File: src/design/etok_pkg.sv
// Expression tokenizer package: token kinds, run modes, byte classes,
// the token record and the small lookup functions used by etok_step.
// No dependencies.
package etok_pkg;

  localparam int unsigned CharBits  = 8;
  localparam int unsigned FieldBits = 16;
  localparam int unsigned ClipBits  = 32;
  localparam int unsigned FifoDepth = 4;
  localparam int unsigned PtrBits   = 2;
  localparam int unsigned CntBits   = 3;
  localparam int unsigned KwLen     = 4;

  typedef enum logic [3:0] {
    KIND_EOI     = 4'd0,
    KIND_UNKNOWN = 4'd1,
    KIND_IDENT   = 4'd2,
    KIND_NUMBER  = 4'd3,
    KIND_PLUS    = 4'd4,
    KIND_MINUS   = 4'd5,
    KIND_STAR    = 4'd6,
    KIND_SLASH   = 4'd7,
    KIND_LPAREN  = 4'd8,
    KIND_RPAREN  = 4'd9,
    KIND_COLON   = 4'd10,
    KIND_COMMA   = 4'd11,
    KIND_KEYWORD = 4'd12
  } token_kind_e;

  // pending run, one-hot
  typedef enum logic [2:0] {
    MODE_NONE    = 3'b001,
    MODE_LETTERS = 3'b010,
    MODE_DIGITS  = 3'b100
  } run_mode_e;

  typedef enum logic [2:0] {
    CLS_END,
    CLS_LETTER,
    CLS_DIGIT,
    CLS_SPACE,
    CLS_SINGLE
  } char_class_e;

  typedef struct packed {
    token_kind_e           kind;
    logic [FieldBits-1:0]  start;
    logic [FieldBits-1:0]  length;
    logic                  last;
  } token_t;

  // up to two tokens written into the result queue in one cycle
  typedef struct packed {
    logic   push0;
    logic   push1;
    token_t tok0;
    token_t tok1;
  } push_t;

  function automatic char_class_e classify(input logic [CharBits-1:0] c);
    char_class_e cls;
    if (c == 8'h00) begin
      cls = CLS_END;
    end else if ((c >= "a" && c <= "z") || (c >= "A" && c <= "Z")) begin
      cls = CLS_LETTER;
    end else if (c >= "0" && c <= "9") begin
      cls = CLS_DIGIT;
    end else if (c == " " || (c >= 8'h09 && c <= 8'h0D)) begin
      cls = CLS_SPACE;
    end else begin
      cls = CLS_SINGLE;
    end
    return cls;
  endfunction

  function automatic token_kind_e single_kind(input logic [CharBits-1:0] c);
    token_kind_e k;
    case (c)
      "+":     k = KIND_PLUS;
      "-":     k = KIND_MINUS;
      "*":     k = KIND_STAR;
      "/":     k = KIND_SLASH;
      "(":     k = KIND_LPAREN;
      ")":     k = KIND_RPAREN;
      ":":     k = KIND_COLON;
      ",":     k = KIND_COMMA;
      default: k = KIND_UNKNOWN;
    endcase
    return k;
  endfunction

  // the keyword "with", one byte per position
  function automatic logic [CharBits-1:0] kw_char(input logic [1:0] idx);
    logic [CharBits-1:0] c;
    unique case (idx)
      2'd0:    c = "w";
      2'd1:    c = "i";
      2'd2:    c = "t";
      default: c = "h";
    endcase
    return c;
  endfunction

  function automatic logic [FieldBits-1:0] clip16(input logic [ClipBits-1:0] v);
    logic [FieldBits-1:0] r;
    if (v[ClipBits-1:FieldBits] != '0) begin
      r = '1;
    end else begin
      r = v[FieldBits-1:0];
    end
    return r;
  endfunction

endpackage

File: src/design/etok_if.sv
// Valid/ready channel interfaces for the expression tokenizer:
// one for input bytes, one for tokens. No dependencies.
interface etok_in_if;
  logic       valid;
  logic       ready;
  logic [7:0] char_in;

  modport source (output valid, output char_in, input ready);
  modport sink   (input valid, input char_in, output ready);
endinterface

interface etok_out_if;
  logic        valid;
  logic        ready;
  logic [3:0]  token_kind;
  logic [15:0] token_start;
  logic [15:0] token_length;
  logic        last_of_run;

  modport source (output valid, output token_kind, output token_start,
                  output token_length, output last_of_run, input ready);
  modport sink   (input valid, input token_kind, input token_start,
                  input token_length, input last_of_run, output ready);
endinterface

File: src/design/etok_step.sv
// Input byte register, run state and the per-byte token logic.
// Depends on etok_pkg.
module etok_step #(
  parameter int unsigned OFFSET_BITS = 16
) (
  input  logic                          clk_i,
  input  logic                          rst_ni,
  input  logic                          in_valid_i,
  output logic                          in_ready_o,
  input  logic [etok_pkg::CharBits-1:0] char_i,
  input  logic                          room_i,
  output etok_pkg::push_t               push_o
);

  logic                          valid_q;
  logic [etok_pkg::CharBits-1:0] byte_q;
  etok_pkg::run_mode_e           mode_q, mode_d;
  logic [OFFSET_BITS-1:0]        off_q, off_d, start_q, start_d, off_adv;
  logic [2:0]                    kp_q, kp_d, base_kp;
  logic                          kf_q, kf_d, base_kf, kw_match;
  logic                          fire, has_run, do_flush, do_own;
  etok_pkg::char_class_e         cls;
  etok_pkg::token_t              run_tok, own_tok;
  etok_pkg::token_kind_e         run_kind;

  // byte moves on when the result queue can take two tokens
  assign fire       = valid_q && room_i;
  assign in_ready_o = !valid_q || fire;

  always_ff @(posedge clk_i or negedge rst_ni) begin
    if (!rst_ni) begin
      valid_q <= 1'b0;
    end else if (in_ready_o) begin
      valid_q <= in_valid_i;
    end
  end

  always_ff @(posedge clk_i) begin
    if (in_valid_i && in_ready_o) begin
      byte_q <= char_i;
    end
  end

  // classification and the two candidate tokens
  always_comb begin
    cls     = etok_pkg::classify(byte_q);
    has_run = (mode_q != etok_pkg::MODE_NONE);
    if (mode_q == etok_pkg::MODE_DIGITS) begin
      run_kind = etok_pkg::KIND_NUMBER;
    end else if (!kf_q && kp_q == 3'(etok_pkg::KwLen)) begin
      run_kind = etok_pkg::KIND_KEYWORD;
    end else begin
      run_kind = etok_pkg::KIND_IDENT;
    end
    run_tok.kind   = run_kind;
    run_tok.start  = etok_pkg::clip16(etok_pkg::ClipBits'(start_q));
    run_tok.length = etok_pkg::clip16(etok_pkg::ClipBits'(off_q - start_q));
    run_tok.last   = 1'b0;

    own_tok.kind   = (cls == etok_pkg::CLS_END) ? etok_pkg::KIND_EOI
                                                : etok_pkg::single_kind(byte_q);
    own_tok.start  = etok_pkg::clip16(etok_pkg::ClipBits'(off_q));
    own_tok.length = (cls == etok_pkg::CLS_END) ? '0 : etok_pkg::FieldBits'(1);
    own_tok.last   = 1'b1;

    case (cls)
      etok_pkg::CLS_END: begin
        do_flush = has_run;
        do_own   = 1'b1;
      end
      etok_pkg::CLS_LETTER: begin
        do_flush = (mode_q == etok_pkg::MODE_DIGITS);
        do_own   = 1'b0;
      end
      etok_pkg::CLS_DIGIT: begin
        do_flush = (mode_q == etok_pkg::MODE_LETTERS);
        do_own   = 1'b0;
      end
      etok_pkg::CLS_SPACE: begin
        do_flush = has_run;
        do_own   = 1'b0;
      end
      default: begin
        do_flush = has_run;
        do_own   = 1'b1;
      end
    endcase
  end

  // token order: pending run first, then the byte's own token
  always_comb begin
    push_o.tok1 = own_tok;
    if (do_flush) begin
      push_o.push0     = fire;
      push_o.push1     = fire && do_own;
      push_o.tok0      = run_tok;
      push_o.tok0.last = !do_own;
    end else begin
      push_o.push0 = fire && do_own;
      push_o.push1 = 1'b0;
      push_o.tok0  = own_tok;
    end
  end

  // next run state
  always_comb begin
    off_adv  = (off_q == '1) ? off_q : off_q + OFFSET_BITS'(1);
    base_kp  = (mode_q == etok_pkg::MODE_LETTERS) ? kp_q : 3'd0;
    base_kf  = (mode_q == etok_pkg::MODE_LETTERS) ? kf_q : 1'b0;
    kw_match = (base_kp < 3'(etok_pkg::KwLen)) &&
               (byte_q == etok_pkg::kw_char(base_kp[1:0]));
    mode_d   = etok_pkg::MODE_NONE;
    off_d    = off_adv;
    start_d  = start_q;
    kp_d     = 3'd0;
    kf_d     = 1'b0;
    case (cls)
      etok_pkg::CLS_END: begin
        off_d   = '0;
        start_d = '0;
      end
      etok_pkg::CLS_LETTER: begin
        mode_d  = etok_pkg::MODE_LETTERS;
        start_d = (mode_q == etok_pkg::MODE_LETTERS) ? start_q : off_q;
        if (base_kf) begin
          kp_d = base_kp;
          kf_d = 1'b1;
        end else if (kw_match) begin
          kp_d = base_kp + 3'd1;
        end else begin
          kp_d = base_kp;
          kf_d = 1'b1;
        end
      end
      etok_pkg::CLS_DIGIT: begin
        mode_d  = etok_pkg::MODE_DIGITS;
        start_d = (mode_q == etok_pkg::MODE_DIGITS) ? start_q : off_q;
      end
      default: begin
      end
    endcase
  end

  always_ff @(posedge clk_i or negedge rst_ni) begin
    if (!rst_ni) begin
      mode_q  <= etok_pkg::MODE_NONE;
      off_q   <= '0;
      start_q <= '0;
      kp_q    <= 3'd0;
      kf_q    <= 1'b0;
    end else if (fire) begin
      mode_q  <= mode_d;
      off_q   <= off_d;
      start_q <= start_d;
      kp_q    <= kp_d;
      kf_q    <= kf_d;
    end
  end

`ifndef SYNTHESIS
  // end of buffer restarts the offset and drops any run
  a_eoi_restart: assert property (@(posedge clk_i) disable iff (!rst_ni)
    fire && cls == etok_pkg::CLS_END |=> off_q == '0 && mode_q == etok_pkg::MODE_NONE)
    else $error("offset not restarted after end of buffer");
  // a pending run never starts beyond the current offset
  a_start_le_off: assert property (@(posedge clk_i) disable iff (!rst_ni)
    mode_q != etok_pkg::MODE_NONE |-> start_q <= off_q)
    else $error("run start past current offset");
  // keyword match count stays within the keyword
  a_kp_range: assert property (@(posedge clk_i) disable iff (!rst_ni)
    kp_q <= 3'(etok_pkg::KwLen))
    else $error("keyword progress out of range");
`endif

endmodule

File: src/design/etok_fifo.sv
// Four-entry result queue: takes up to two tokens a cycle, gives one.
// Depends on etok_pkg.
module etok_fifo (
  input  logic             clk_i,
  input  logic             rst_ni,
  input  etok_pkg::push_t  push_i,
  output logic             room_o,
  output logic             out_valid_o,
  input  logic             out_ready_i,
  output etok_pkg::token_t out_tok_o
);

  etok_pkg::token_t                mem_q [etok_pkg::FifoDepth];
  logic [etok_pkg::PtrBits-1:0]    wr_q, rd_q, wr1;
  logic [etok_pkg::CntBits-1:0]    cnt_q, n_push;
  logic                            pop;

  assign out_valid_o = (cnt_q != '0);
  assign out_tok_o   = mem_q[rd_q];
  assign pop         = out_valid_o && out_ready_i;
  assign room_o      = (cnt_q <= etok_pkg::CntBits'(etok_pkg::FifoDepth - 2));
  assign wr1         = wr_q + etok_pkg::PtrBits'(1);
  assign n_push      = etok_pkg::CntBits'(push_i.push0) + etok_pkg::CntBits'(push_i.push1);

  // storage
  always_ff @(posedge clk_i) begin
    if (push_i.push0) begin
      mem_q[wr_q] <= push_i.tok0;
    end
    if (push_i.push1) begin
      mem_q[wr1] <= push_i.tok1;
    end
  end

  // pointers and fill count
  always_ff @(posedge clk_i or negedge rst_ni) begin
    if (!rst_ni) begin
      wr_q  <= '0;
      rd_q  <= '0;
      cnt_q <= '0;
    end else begin
      wr_q  <= wr_q + etok_pkg::PtrBits'(n_push);
      rd_q  <= rd_q + etok_pkg::PtrBits'(pop);
      cnt_q <= cnt_q + n_push - etok_pkg::CntBits'(pop);
    end
  end

`ifndef SYNTHESIS
  a_push_room: assert property (@(posedge clk_i) disable iff (!rst_ni)
    push_i.push0 |-> cnt_q <= etok_pkg::CntBits'(etok_pkg::FifoDepth - 2))
    else $error("push without room");
  a_push_order: assert property (@(posedge clk_i) disable iff (!rst_ni)
    push_i.push1 |-> push_i.push0)
    else $error("second token pushed without first");
  a_cnt_max: assert property (@(posedge clk_i) disable iff (!rst_ni)
    cnt_q <= etok_pkg::CntBits'(etok_pkg::FifoDepth))
    else $error("queue overflow");
`endif

endmodule

File: src/design/expression_tokenizer_core.sv
// Expression tokenizer top level: byte register and run logic feeding a
// small result queue. Depends on etok_pkg, etok_if, etok_step, etok_fifo.
//
// Usage:
//   in_ch carries one text byte per item (char_in); a zero byte ends the
//   buffer. out_ch carries tokens: kind, start offset, length and
//   last_of_run, set on the final token caused by a byte.
//   A byte gives zero, one or two tokens. Whitespace and bytes inside a run
//   give none until the run ends.
//   Path: a byte is held in the byte register and its tokens are written
//   into the result queue, from which they are offered.
//   Throughput: one byte per cycle while the receiver takes one token per
//   cycle and the result queue has room; a byte that gives two tokens puts
//   both into the four-entry result queue, which gives one token at a time.
//   Receiver stall: tokens wait in the queue; once it holds more than two,
//   the held byte waits and in_ch.ready drops. Nothing is lost.
//   Reset: asynchronous, active low; clears the queue, the run state and
//   the offset. No clearing pass; a byte can be accepted as soon as reset
//   is released.
//   OFFSET_BITS sets the offset counter width; offsets saturate at its
//   maximum and reported values are clipped to 16 bits.
module expression_tokenizer_core #(
  parameter int unsigned OFFSET_BITS = 16
) (
  input  logic         clk_i,
  input  logic         rst_ni,
  etok_in_if.sink      in_ch,
  etok_out_if.source   out_ch
);

  etok_pkg::push_t  push;
  etok_pkg::token_t out_tok;
  logic             room;

  etok_step #(
    .OFFSET_BITS (OFFSET_BITS)
  ) u_step (
    .clk_i      (clk_i),
    .rst_ni     (rst_ni),
    .in_valid_i (in_ch.valid),
    .in_ready_o (in_ch.ready),
    .char_i     (in_ch.char_in),
    .room_i     (room),
    .push_o     (push)
  );

  etok_fifo u_fifo (
    .clk_i       (clk_i),
    .rst_ni      (rst_ni),
    .push_i      (push),
    .room_o      (room),
    .out_valid_o (out_ch.valid),
    .out_ready_i (out_ch.ready),
    .out_tok_o   (out_tok)
  );

  // token fields onto the output channel
  assign out_ch.token_kind   = out_tok.kind;
  assign out_ch.token_start  = out_tok.start;
  assign out_ch.token_length = out_tok.length;
  assign out_ch.last_of_run  = out_tok.last;

endmodule
File: src/flat_wrapper.sv
// flat-port wrapper written by rule: the top's interface ports become plain ports
module expression_tokenizer_core_flat 
#(
  parameter int unsigned OFFSET_BITS = 16
)
  (clk_i, rst_ni, in_ch_valid, in_ch_char_in, in_ch_ready, out_ch_valid, out_ch_token_kind, out_ch_token_start, out_ch_token_length, out_ch_last_of_run, out_ch_ready);
  etok_in_if in_ch_i ();
  etok_out_if out_ch_i ();
  input  logic clk_i;
  input  logic rst_ni;
  input wire logic [$bits(in_ch_i.valid)-1:0] in_ch_valid;
  input wire logic [$bits(in_ch_i.char_in)-1:0] in_ch_char_in;
  output wire logic [$bits(in_ch_i.ready)-1:0] in_ch_ready;
  output wire logic [$bits(out_ch_i.valid)-1:0] out_ch_valid;
  output wire logic [$bits(out_ch_i.token_kind)-1:0] out_ch_token_kind;
  output wire logic [$bits(out_ch_i.token_start)-1:0] out_ch_token_start;
  output wire logic [$bits(out_ch_i.token_length)-1:0] out_ch_token_length;
  output wire logic [$bits(out_ch_i.last_of_run)-1:0] out_ch_last_of_run;
  input wire logic [$bits(out_ch_i.ready)-1:0] out_ch_ready;
  assign in_ch_i.valid = in_ch_valid;
  assign in_ch_i.char_in = in_ch_char_in;
  assign in_ch_ready = in_ch_i.ready;
  assign out_ch_valid = out_ch_i.valid;
  assign out_ch_token_kind = out_ch_i.token_kind;
  assign out_ch_token_start = out_ch_i.token_start;
  assign out_ch_token_length = out_ch_i.token_length;
  assign out_ch_last_of_run = out_ch_i.last_of_run;
  assign out_ch_i.ready = out_ch_ready;
  expression_tokenizer_core #(.OFFSET_BITS(OFFSET_BITS)) u_core (.clk_i(clk_i), .rst_ni(rst_ni), .in_ch(in_ch_i), .out_ch(out_ch_i));
endmodule
File: config.mk
export PLATFORM = sky130hd
export DESIGN_NAME = expression_tokenizer_core_flat
export DESIGN_NICKNAME = d
export VERILOG_FILES = /design/src/design/etok_pkg.sv /design/src/design/etok_if.sv /design/src/design/etok_step.sv /design/src/design/etok_fifo.sv /design/src/design/expression_tokenizer_core.sv /design/src/flat_wrapper.sv
export SDC_FILE = /design/constraint.sdc
export NUM_CORES = 1
export LEC_CHECK = 0
export BUFFER_PORTS_ARGS = -buffer_cell sky130_fd_sc_hd__buf_2
export CAP_MARGIN = 20
export CORE_UTILIZATION = 50
export CTS_BUF_LIST = sky130_fd_sc_hd__clkbuf_4
export CTS_CLUSTER_SIZE = 8
export DETAILED_ROUTE_END_ITERATION = 6
export PLACE_DENSITY = 0.67
export SKIP_LAST_GASP = 1
export SLEW_MARGIN = 15
export SYNTH_ARGS = -nofsm -noshare
export SYNTH_HDL_FRONTEND = slang
export SYNTH_SLANG_ARGS = --single-unit
export TNS_END_PERCENT = 20
File: constraint.sdc
create_clock -name clk_i -period 4.1 [get_ports clk_i]
set_clock_uncertainty 0.15 [all_clocks]
set_input_delay 0.205 -clock clk_i [delete_from_list [all_inputs] [get_ports clk_i]]
set_output_delay 0.205 -clock clk_i [all_outputs]
set_load 0.05 [all_outputs]
==> results of run 1 <==
[repair_timing]
action,4_1_cts,5_1_grt
buffers inserted,0,0
endpoints found under the setup margin,0,0
endpoints found under the hold margin,66,0
hold buffers,11,0
[power by group]
| part | internal, uW | leakage, uW | total (uW) | switching, uW |
|---|---|---|---|---|
| combinational | 1840 | 0.00198 | 5580 | 3740 |
| clock | 895 | 0.000403 | 1720 | 826 |
| sequential | 2860 | 0.00202 | 3370 | 505 |
| total | 5600 | 0.00441 | 10700 | 5070 |
[worst max-delay path, stage by stage, from the launching register on]
cell and delay, ps:
sky130_fd_sc_hd__edfxtp_1 400, sky130_fd_sc_hd__or4_4 580, sky130_fd_sc_hd__o22a_1 260, sky130_fd_sc_hd__and3_1 210, sky130_fd_sc_hd__o21a_1 210, sky130_fd_sc_hd__o21ai_1 250, sky130_fd_sc_hd__inv_2 120, sky130_fd_sc_hd__ha_1 320
sky130_fd_sc_hd__inv_1 40, sky130_fd_sc_hd__ha_1 260, sky130_fd_sc_hd__inv_1 60, sky130_fd_sc_hd__ha_1 130, sky130_fd_sc_hd__inv_1 50, sky130_fd_sc_hd__fa_1 370, sky130_fd_sc_hd__xor2_1 160, sky130_fd_sc_hd__xnor2_1 120
[synthesized netlist by cell type (9+ instances only)]
cell,count
sky130_fd_sc_hd__dfrtp_1,46
sky130_fd_sc_hd__nand3_1,13
sky130_fd_sc_hd__inv_1,40
sky130_fd_sc_hd__mux4_2,37
sky130_fd_sc_hd__xor2_1,20
sky130_fd_sc_hd__edfxtp_1,92
sky130_fd_sc_hd__a22o_1,20
sky130_fd_sc_hd__dfxtp_1,64
sky130_fd_sc_hd__o2bb2ai_1,57
sky130_fd_sc_hd__nor3_1,9
sky130_fd_sc_hd__o21ai_0,48
sky130_fd_sc_hd__nand2_1,98
sky130_fd_sc_hd__xnor2_1,12
sky130_fd_sc_hd__ha_1,25
sky130_fd_sc_hd__a21oi_1,24
sky130_fd_sc_hd__clkbuf_1,38
sky130_fd_sc_hd__o22ai_1,55
sky130_fd_sc_hd__buf_2,10
sky130_fd_sc_hd__nor2_1,52
[flip-flops by register name, summed over array words and instances, names as in the netlist]
| signal | count |
|---|---|
| u_core.u_fifo.mem_q | 148 |
| u_core.u_step.off_q | 16 |
| u_core.u_step.start_q | 16 |
| u_core.u_step.byte_q | 8 |
| u_core.u_fifo.cnt_q | 3 |
| u_core.u_step.kp_q | 3 |
| u_core.u_step.mode_q | 3 |
| u_core.u_fifo.rd_q | 2 |
| u_core.u_fifo.wr_q | 2 |
| u_core.u_step.kf_q | 1 |
| u_core.u_step.valid_q | 1 |
[logic make-up (layout without fill, tap and decap cells)]
| group | Yosys count | count (layout) | synth area share (%) |
|---|---|---|---|
| and+or+nand+nor | 236 | 236 | 11.1 |
| other | 0 | 1 | 0 |
| adders and majority gates | 27 | 27 | 3.43 |
| muxes | 40 | 40 | 8.40 |
| DFF | 203 | 203 | 50.7 |
| buffers and inverters | 101 | 234 | 4.13 |
| AOI/OAI and AO/OA | 277 | 277 | 19.6 |
| xor gates and xnor gates | 32 | 32 | 2.72 |
[layer usage]
layer | track usage [%] | up-vias
met2 | 43.1 | 266
met5 | 0 | -
met4 | 8.68 | 0
li1 | - | 3705
met3 | 4.36 | 57
met1 | 32.1 | 3787
[through the flow]
stage               power, uW  utilization, %  std cells  area, sq um
global route            11300            57.7       1320        11700
floorplan                7400               -        916        10300
global placement         8860            53.7       1208        10900
CTS                     10700            57.6       1318        11700
finish                  10700            57.7       1320        11700
detailed placement       8950            53.7       1209        10900
[worst max-delay path by stage]
stage                                                   to  slack, ps  cells after the start                         startpoint
final                     u_core.u_fifo.cnt_q[2]$_DFF_PN0_        290                     15  u_core.u_step.byte_q[3]$_DFFE_PP_
after global routing      u_core.u_fifo.cnt_q[2]$_DFF_PN0_         80                     15  u_core.u_step.byte_q[3]$_DFFE_PP_
after CTS                 u_core.u_fifo.cnt_q[2]$_DFF_PN0_        290                     15  u_core.u_step.byte_q[3]$_DFFE_PP_
after detailed placement  u_core.u_fifo.cnt_q[2]$_DFF_PN0_        320                     15  u_core.u_step.byte_q[3]$_DFFE_PP_
after global placement    u_core.u_fifo.cnt_q[2]$_DFF_PN0_        370                     15  u_core.u_step.byte_q[3]$_DFFE_PP_
after floorplan           u_core.u_fifo.cnt_q[2]$_DFF_PN0_        500                     15  u_core.u_step.byte_q[3]$_DFFE_PP_
[layout make-up]
cell class                 count  area [sq um]  area share [%]
sequential                   203          5220            44.8
multi-input combinational    612          4650            39.9
timing repair buffer          95           621            5.32
clock buffer                  73           548            4.70
tap                          270           338            2.90
inverter                      41           154            1.32
clock inverter                25           131            1.13
antenna                        1          2.50          0.0214
==> impl_metrics.toml, run 1 <==
[outcome]
run_status = "finished, final reports clean"

[place]
gp_routability_congestion = 0.875
port_buffers = 50
post-place-ws_ps = 323
detailed_place_hpwl_um = 17400

[clocking]
cts_clock_pin_slew_for_the_worst_setup_and_hold_paths_ps = 80
postCtsResizedCells = 0
cts-root-to-sink-buffers = 3
clk_root_buffer_cell = "sky130_fd_sc_hd__clkbuf_4"
number_of_buffers_created_by_cts = 52
worst_skew_pair.late_latency_ps = 660
tritoncts = "yes"
cts_num_sinks = 203
clock_tree.htree_level_count = 2

[worst_setup_path]
worst_ep_arrival_time_ps = 4180
end_kind = "flop"
worstReg2RegStart = "u_core.u_step.byte_q[3]$_DFFE_PP_"
crit_type = "flop to flop"
crit_required_ps = 4470
flop_to_flop_setup_slack_ps = 290
worstRegToRegCells = 15
worstPathMaxFanout = 6
worst_r2r_endpoint = "u_core.u_fifo.cnt_q[2]$_DFF_PN0_"
start_kind = "flop"

[power]
cellLeakagePower_uw = 0.00441
vdd_drop_max_mv = 0.661
cellPowerDensity_nw_per_um2 = 914

[synth]
synth.largest_area_cell = "sky130_fd_sc_hd__edfxtp_1"
avgSynthCellArea_sq_um = 11.2
synth-edff-count = 92
mappedNetlistNets = 955
mappedNetlistArea_sq_um = 10300
synth-seq-area-share_pct = 50.7
yosysWarningCount = 0
synth.distinct_cells = 78
async_flop_share_pct = 23.2
synthCells = 916
synth_top_area_share_pct = 26.8
synthTopCellsByArea = "sky130_fd_sc_hd__edfxtp_1 (27%), sky130_fd_sc_hd__dfxtp_1 (12%), sky130_fd_sc_hd__dfrtp_1 (11%)"
synth_flop_cell = "sky130_fd_sc_hd__edfxtp_1"
yosys_register_bits = 203

[global_routing]
global_route_wire_length_before_repair_um = 41600
total_routing_usage_reported_by_global_routing_pct = 25.1
grt_pass1_vias = 7869
pin_count_of_the_biggest_net_entering_global_routing = 48
globalRoute.totalOverflow = 0
antenna_found_initial = 1

[layout]
n_fill_cell = 1696
final_layout_size_suffix_gt1_share_pct = 22.2
finalNetCount = 1044
area.growth.synth_to_final_pct = 13.3
highest_count_cells_in_the_layout_ignoring_fill_and_taps = "sky130_fd_sc_hd__nand2_1 (98), sky130_fd_sc_hd__edfxtp_1 (92), sky130_fd_sc_hd__clkbuf_4 (73)"
mostFrequentLayoutCell = "sky130_fd_sc_hd__nand2_1"

[sta]
layout_setup_ws_ps = 286
finalCriticalPeriod_ps = 3810
hold_ws_ps = 33.1
rsz_0062_raised_after_global_routing = "no"
maxSlewHeadroom_pct = 31.5
max_slew_violation_count = 0
setup_viol_count_final = 0
hold_violations = 0
min_period_over_period_pct = 93.0
max_freq_mhz = 262
worst_margin_slew_ps = 1030
fin_setup_tns_ps = 0

[detailed_routing]
drcViolationCount = 0
via_count = 7815
drt.antenna.violating_nets = 0
dr.first_iter.drc_count = 637
highest_layer = "met4"
dr.pass1.iters = 7
met2_wirelength_um = 12600
detail_route.wl_per_cell_um = 19.6
met1_length_um = 11000
drt_wl_total_um = 25900
met3_wirelength_um = 1570
route.detailed.vias_per_inst = 5.92

[die]
die-area_sq_um = 21200
floorplan.io_pins = 51
die-width_um = 146
floorplan.initialDensity_pct = 50.9
core_area_sq_um = 20200
placement_rows = 52
die_height_um = 146

[flow_run]
number_of_max_cap_violations = 0

[hold_path]
min_path_type = "input port to async pin"
(Power assumes the default switching activity.)
==> run 2, diff against run 1 <==
--- a/config.mk
+++ b/config.mk
@@ -11,6 +11,7 @@
 export CTS_BUF_LIST = sky130_fd_sc_hd__clkbuf_4
 export CTS_CLUSTER_SIZE = 8
 export DETAILED_ROUTE_END_ITERATION = 6
+export MAX_ROUTING_LAYER = met4
 export PLACE_DENSITY = 0.67
 export SKIP_LAST_GASP = 1
 export SLEW_MARGIN = 15
==> run 2 against run 1 <==
Effect of this change:
- utilization unchanged
- sequential power about the same
- maximum frequency increased by 0.28%
- non-clock buffer count unchanged
- first-iteration DRC count is 9.7% lower
- via count hardly changed
- critical path depth is the same
- hold slack improved by 16 ps
- sequential cell count stayed put
- setup slack better by 11 ps
- cell count did not move
==> impl_metrics.toml, run 2 (synthesis gave the netlist of run 1 again) <==
[outcome]
run_status = "finished, final reports clean"

[global_routing]
global_route_wire_length_before_repair_um = 41600
total_routing_usage_reported_by_global_routing_pct = 25.9
antenna_found_initial = 1
globalRoute.totalOverflow = 0
pin_count_of_the_biggest_net_entering_global_routing = 48
grt_pass1_vias = 7847

[detailed_routing]
dr.pass1.iters = 5
drt_wl_total_um = 25900
drcViolationCount = 0
via_count = 7819
route.detailed.vias_per_inst = 5.92
detail_route.wl_per_cell_um = 19.7
drt.antenna.violating_nets = 0
dr.first_iter.drc_count = 575

[power]
cellPowerDensity_nw_per_um2 = 915
vdd_drop_max_mv = 0.664
totalPowerFinal_uw = 10700
cellLeakagePower_uw = 0.00441

[flow_run]
number_of_max_cap_violations = 0

[sta]
hold_ws_ps = 49.5
rsz_0062_raised_after_global_routing = "no"
maxSlewHeadroom_pct = 30.0
max_slew_violation_count = 0
setup_viol_count_final = 0
finalCriticalPeriod_ps = 3800
hold_violations = 0
min_period_over_period_pct = 92.8
fin_setup_tns_ps = 0
max_freq_mhz = 263
worst_margin_slew_ps = 1050

[clocking]
postCtsResizedCells = 0
cts-root-to-sink-buffers = 3
tritoncts = "yes"
cts_clock_pin_slew_for_the_worst_setup_and_hold_paths_ps = 80
clock_tree.htree_level_count = 2
cts_num_sinks = 203
worst_skew_pair.late_latency_ps = 670
clk_root_buffer_cell = "sky130_fd_sc_hd__clkbuf_4"
number_of_buffers_created_by_cts = 52

[die]
placement_rows = 52
core_area_sq_um = 20200
die-width_um = 146
die-area_sq_um = 21200
floorplan.initialDensity_pct = 50.9
floorplan.io_pins = 51
die_height_um = 146

[layout]
finalNetCount = 1044
top_regs = "u_core.u_fifo.mem_q (148), u_core.u_step.off_q (16), u_core.u_step.start_q (16)"
largest_register_ff_count = 148
registers.top_by_ff_count = "u_core.u_fifo.mem_q"
mostFrequentLayoutCell = "sky130_fd_sc_hd__nand2_1"
area.growth.synth_to_final_pct = 13.3
highest_count_cells_in_the_layout_ignoring_fill_and_taps = "sky130_fd_sc_hd__nand2_1 (98), sky130_fd_sc_hd__edfxtp_1 (92), sky130_fd_sc_hd__clkbuf_4 (73)"
final_layout_size_suffix_gt1_share_pct = 22.2

[worst_setup_path]
worstPathMaxFanout = 6
start_kind = "flop"
crit_required_ps = 4460
worst_ep_arrival_time_ps = 4170
crit_type = "flop to flop"
end_kind = "flop"

[hold_path]
min_path_type = "input port to async pin"

[place]
gp_routability_congestion = 0.889
detailed_place_hpwl_um = 17400
port_buffers = 50
==> run 2: final timing paths <==
check	to	start	slack [ps]	cells past startpoint
setup / recovery	u_core.u_fifo.cnt_q[2]$_DFF_PN0_	u_core.u_step.byte_q[3]$_DFFE_PP_	300	15
hold / removal	u_core.u_fifo.wr_q[1]$_DFF_PN0_	rst_ni	50	3
setup reg to reg	u_core.u_fifo.cnt_q[2]$_DFF_PN0_	u_core.u_step.byte_q[3]$_DFFE_PP_	300	15
hold reg to reg	u_core.u_fifo.mem_q[0][15]$_SDFFE_PP0N_	u_core.u_fifo.mem_q[0][15]$_SDFFE_PP0N_	310	1
max in group asynchronous	u_core.u_step.off_q[11]$_DFFE_PN0P_	rst_ni	3290	3
min in group clk_i	u_core.u_step.byte_q[0]$_DFFE_PP_	in_ch_char_in[0]	130	2
==> run 2: through the flow <==
step                      setup WS [ps]  std cells  utilization [%]  area (sq um)
after floorplan                     505        916                -         10300
after global placement              367       1208             53.7         10900
after detailed placement            323       1209             53.7         10900
after CTS                           288       1318             57.6         11700
after global routing               78.0       1320             57.7         11700
final                               297       1320             57.7         11700
==> run 2: worst max-delay path, cell delays in order, from the launching register on <==
cell,delay [ps]
sky130_fd_sc_hd__edfxtp_1,400
sky130_fd_sc_hd__or4_4,580
sky130_fd_sc_hd__o22a_1,260
sky130_fd_sc_hd__and3_1,210
sky130_fd_sc_hd__o21a_1,210
sky130_fd_sc_hd__o21ai_1,250
sky130_fd_sc_hd__inv_2,120
sky130_fd_sc_hd__ha_1,320
sky130_fd_sc_hd__inv_1,50
sky130_fd_sc_hd__ha_1,260
sky130_fd_sc_hd__inv_1,60
sky130_fd_sc_hd__ha_1,130
sky130_fd_sc_hd__inv_1,50
sky130_fd_sc_hd__fa_1,370
sky130_fd_sc_hd__xor2_1,160
sky130_fd_sc_hd__xnor2_1,120
==> run 2: report_power, final <==
group	total [uW]	internal (uW)	switching [uW]
clock network	1720	895	824
registers	3370	2860	507
logic	5580	1840	3750
total	10700	5600	5080
==> run 2: layout make-up <==
cell class                 count  area (sq um)
clock buffer                  73           548
antenna                        1          2.50
clock inverter                25           131
multi-input combinational    612          4650
timing repair buffer          95           621
sequential                   203          5220
tap                          270           338
inverter                      41           154
fill                        1696          8570
==> run 2: metal layers <==
layer,vias up,track usage [%],part of all wire (%)
met1,3785,32.3,43
met3,52,4.33,6.2
met4,0,8.68,2.5
met2,273,43.0,49
met5,-,-,0
li1,3709,-,-
==> run 2: timing repair <==
action                                 in CTS  in global routing
hold buffers                               11                  0
endpoints found under the hold margin      66                  0
buffers inserted                            0                  0
==> run 3, diff against run 2 <==
--- a/config.mk
+++ b/config.mk
@@ -5,6 +5,7 @@
 export SDC_FILE = /design/constraint.sdc
 export NUM_CORES = 1
 export LEC_CHECK = 0
+export ABC_AREA = 1
 export BUFFER_PORTS_ARGS = -buffer_cell sky130_fd_sc_hd__buf_2
 export CAP_MARGIN = 20
 export CORE_UTILIZATION = 50
==> run 3 against run 2 <==
Effect of this change:
- utilization down 0.32 points
- clock power up 5%
- cell area up 8.9%
- hold slack better by 41 ps
==> impl_metrics.toml, run 3 <==
[power]
p_comb_share_pct = 55.6
intPower_uw = 5370
cellPowerDensity_nw_per_um2 = 893
cellLeakagePower_uw = 0.00600
power.sequential.fraction_pct = 28.5
power.switching_fraction_pct = 52.7
p_switching_uw = 5980
totalPowerFinal_uw = 11300
portion_of_total_power_attributed_to_the_clock_network_pct = 15.9
vdd_drop_max_mv = 0.440

[worst_setup_path]
crit_required_ps = 4530
crit_type = "flop to flop"
flop_to_flop_setup_slack_ps = 720
worstRegToRegCells = 17
worst_setup_path_startpoint = "u_core.u_step.byte_q[4]$_DFFE_PP_"
start_kind = "flop"
worst_r2r_endpoint = "u_core.u_fifo.cnt_q[2]$_DFF_PN0_"
end_kind = "flop"
worst_ep_arrival_time_ps = 3810
worstPathMaxFanout = 9
worstReg2RegStart = "u_core.u_step.byte_q[4]$_DFFE_PP_"

[synth]
avgSynthCellArea_sq_um = 7.45
synth_compound_area_share_pct = 10.1
mappedNetlistNets = 1575
synthTopCellsByArea = "sky130_fd_sc_hd__edfxtp_1 (24%), sky130_fd_sc_hd__nand2_1 (18%), sky130_fd_sc_hd__dfxtp_1 (11%)"
yosysWarningCount = 0
synth-edff-count = 92
synth-seq-area-share_pct = 45.6
async_flop_share_pct = 23.2
yosys_register_bits = 203
multiplexer_area_fraction_after_synthesis_pct = 0
synth.most_common_cell = "sky130_fd_sc_hd__nand2_1"
synth.largest_area_cell = "sky130_fd_sc_hd__edfxtp_1"
synth_flop_cell = "sky130_fd_sc_hd__edfxtp_1"
synthCells = 1536
synth_top_family_by_area = "simple AND/OR/NAND/NOR gates"
mappedNetlistArea_sq_um = 11400
synth.distinct_cells = 39
synth_simple_gate_area_share_pct = 31.7
synth.cells.most_frequent = "sky130_fd_sc_hd__nand2_1 (554), sky130_fd_sc_hd__nor2_1 (129), sky130_fd_sc_hd__nand3_1 (121), sky130_fd_sc_hd__inv_1 (115), sky130_fd_sc_hd__o21ai_0 (96)"
synth_top_area_share_pct = 24.1
synth_adder_area_share_pct = 3.08
synth-xor-area-share_pct = 1.68

[sta]
min_period_over_period_pct = 82.5
setup_viol_count_final = 0
hold_violations = 0
layout_setup_ws_ps = 717
worst_margin_slew_ps = 954
maxSlewHeadroom_pct = 36.3
max_slew_violation_count = 0
fin_setup_tns_ps = 0
finalCriticalPeriod_ps = 3380
rsz_0062_raised_after_global_routing = "no"
hold_ws_ps = 90.3
max_freq_mhz = 296

[layout]
area.growth.synth_to_final_pct = 11.1
top_regs = "u_core.u_fifo.mem_q (148), u_core.u_step.off_q (16), u_core.u_step.start_q (16)"
highest_count_cells_in_the_layout_ignoring_fill_and_taps = "sky130_fd_sc_hd__nand2_1 (554), sky130_fd_sc_hd__nor2_1 (129), sky130_fd_sc_hd__nand3_1 (121)"
final_layout_size_suffix_gt1_share_pct = 13.1
largest_register_ff_count = 148
mostFrequentLayoutCell = "sky130_fd_sc_hd__nand2_1"
finalNetCount = 1636
registers.top_by_ff_count = "u_core.u_fifo.mem_q"
finalInstanceArea_sq_um = 12700

[place]
gp_routability_congestion = 0.891
port_buffers = 50
detailed_place_hpwl_um = 21500
dpl-instance-area_sq_um = 11900
post-place-ws_ps = 758

[detailed_routing]
drcViolationCount = 0
drt_wl_total_um = 33300
detail_route.wl_per_cell_um = 17.3
drt.antenna.violating_nets = 0
dr.pass1.iters = 7
route.detailed.vias_per_inst = 5.48
dr.first_iter.drc_count = 865
via_count = 10500

[global_routing]
global_route_wire_length_before_repair_um = 53500
grt_pass1_vias = 9758
antenna_found_initial = 1
pin_count_of_the_biggest_net_entering_global_routing = 76
globalRoute.totalOverflow = 0
total_routing_usage_reported_by_global_routing_pct = 30.0

[clocking]
clk_root_buffer_cell = "sky130_fd_sc_hd__clkbuf_4"
clock_tree.htree_level_count = 2
number_of_buffers_created_by_cts = 54
tritoncts = "yes"
cts_num_sinks = 203
postCtsResizedCells = 0
worst_skew_pair.late_latency_ps = 690
cts-root-to-sink-buffers = 3
cts.repair_timing.setup_buffer_count = 0
cts_clock_pin_slew_for_the_worst_setup_and_hold_paths_ps = 70

[die]
floorplan.io_pins = 51
core_area_sq_um = 22200
die_height_um = 153
floorplan.initialDensity_pct = 51.6
placement_rows = 54
die-width_um = 153
die-area_sq_um = 23500

[outcome]
run_status = "finished, final reports clean"

[hold_path]
min_path_type = "input port to flop"
worstHoldPathCells = 2
holdPathEnd = "u_core.u_step.byte_q[4]$_DFFE_PP_"
worst_hold_startpoint = "in_ch_char_in[4]"

[flow_run]
number_of_max_cap_violations = 0
-- run 3: cell count changes after synthesis, moves of 20 or more --
cell                        before  now
sky130_fd_sc_hd__a22o_1         20    0
sky130_fd_sc_hd__nand3_1        13  121
sky130_fd_sc_hd__o21ai_1         1   40
sky130_fd_sc_hd__buf_2          10   34
sky130_fd_sc_hd__mux4_2         37    0
sky130_fd_sc_hd__nor2_1         52  129
sky130_fd_sc_hd__nand2_1        98  554
sky130_fd_sc_hd__o21ai_0        48   96
sky130_fd_sc_hd__o2bb2ai_1      57    0
sky130_fd_sc_hd__inv_1          40  115
-- run 3: power by group through the flow --
| stage | Combinational [uW] | Clock (uW) | Sequential (uW) |
|---|---|---|---|
| floorplan | 4630 | 0 | 3160 |
| detailed placement | 6230 | 0 | 3270 |
| global route | 6860 | 1950 | 3300 |
| global placement | 6180 | 0 | 3250 |
| CTS | 6260 | 1840 | 3230 |
| finish | 6300 | 1800 | 3240 |
-- run 3: critical path, cell delays in order, from the launching register on --
cell and delay (ps):
sky130_fd_sc_hd__edfxtp_1 460, sky130_fd_sc_hd__inv_1 180, sky130_fd_sc_hd__nand2_1 80, sky130_fd_sc_hd__nor2_2 230, sky130_fd_sc_hd__nand2_1 150, sky130_fd_sc_hd__nand4_4 160, sky130_fd_sc_hd__nand3_2 230, sky130_fd_sc_hd__nand2_1 130
sky130_fd_sc_hd__inv_1 50, sky130_fd_sc_hd__ha_1 280, sky130_fd_sc_hd__inv_1 40, sky130_fd_sc_hd__ha_1 260, sky130_fd_sc_hd__inv_1 50, sky130_fd_sc_hd__ha_1 120, sky130_fd_sc_hd__inv_1 40, sky130_fd_sc_hd__fa_1 370
sky130_fd_sc_hd__xnor2_1 140, sky130_fd_sc_hd__xor2_1 140
-- run 3: final cells by class --
cell class / instances / area, sq um
Fill cell: 2089 / 9450
Multi-Input combinational cell: 1117 / 5340
Sequential cell: 203 / 5220
Clock buffer: 83 / 623
Timing Repair Buffer: 88 / 593
Inverter: 133 / 502
Tap cell: 280 / 350
Clock inverter: 18 / 81.3
Antenna cell: 1 / 2.50
-- run 3: repair_timing --
action	4_1_cts	5_1_grt
hold buffers	13	0
endpoints found under the hold margin	65	0
endpoints found under the setup margin	0	0
-- run 3: logic make-up after synthesis --
kind of cell | Yosys count
xor+xnor | 22
fa+ha+maj | 27
simple gates | 859
buf+inv | 216
flops | 203
compound gates | 209
-- run 3: how the worst max path moves through the flow --
stage	to	slack (ps)
floorplan	u_core.u_fifo.cnt_q[2]$_DFF_PN0_	970
global placement	u_core.u_fifo.cnt_q[2]$_DFF_PN0_	770
detailed placement	u_core.u_fifo.cnt_q[2]$_DFF_PN0_	760
CTS	u_core.u_fifo.cnt_q[2]$_DFF_PN0_	770
global route	u_core.u_fifo.cnt_q[2]$_DFF_PN0_	500
finish	u_core.u_fifo.cnt_q[2]$_DFF_PN0_	720
-- run 3: routing by layer --
layer	part of all wire [%]	vias to the layer above	routed length [um]	global-route usage (%)
li1	-	5167	-	-
met1	44	4924	14600	39.9
met2	46	383	15500	46.7
met3	7.9	59	2640	5.13
met4	1.9	0	649	9.19
met5	0	-	0	-
-- run 3: metrics by stage --
stage / instances / utilization (%)
2_1_floorplan: 1536 / -
3_3_place_gp: 1808 / 53.6
3_5_place_dp: 1808 / 53.6
4_1_cts: 1922 / 57.3
5_1_grt: 1923 / 57.4
6_report: 1923 / 57.4
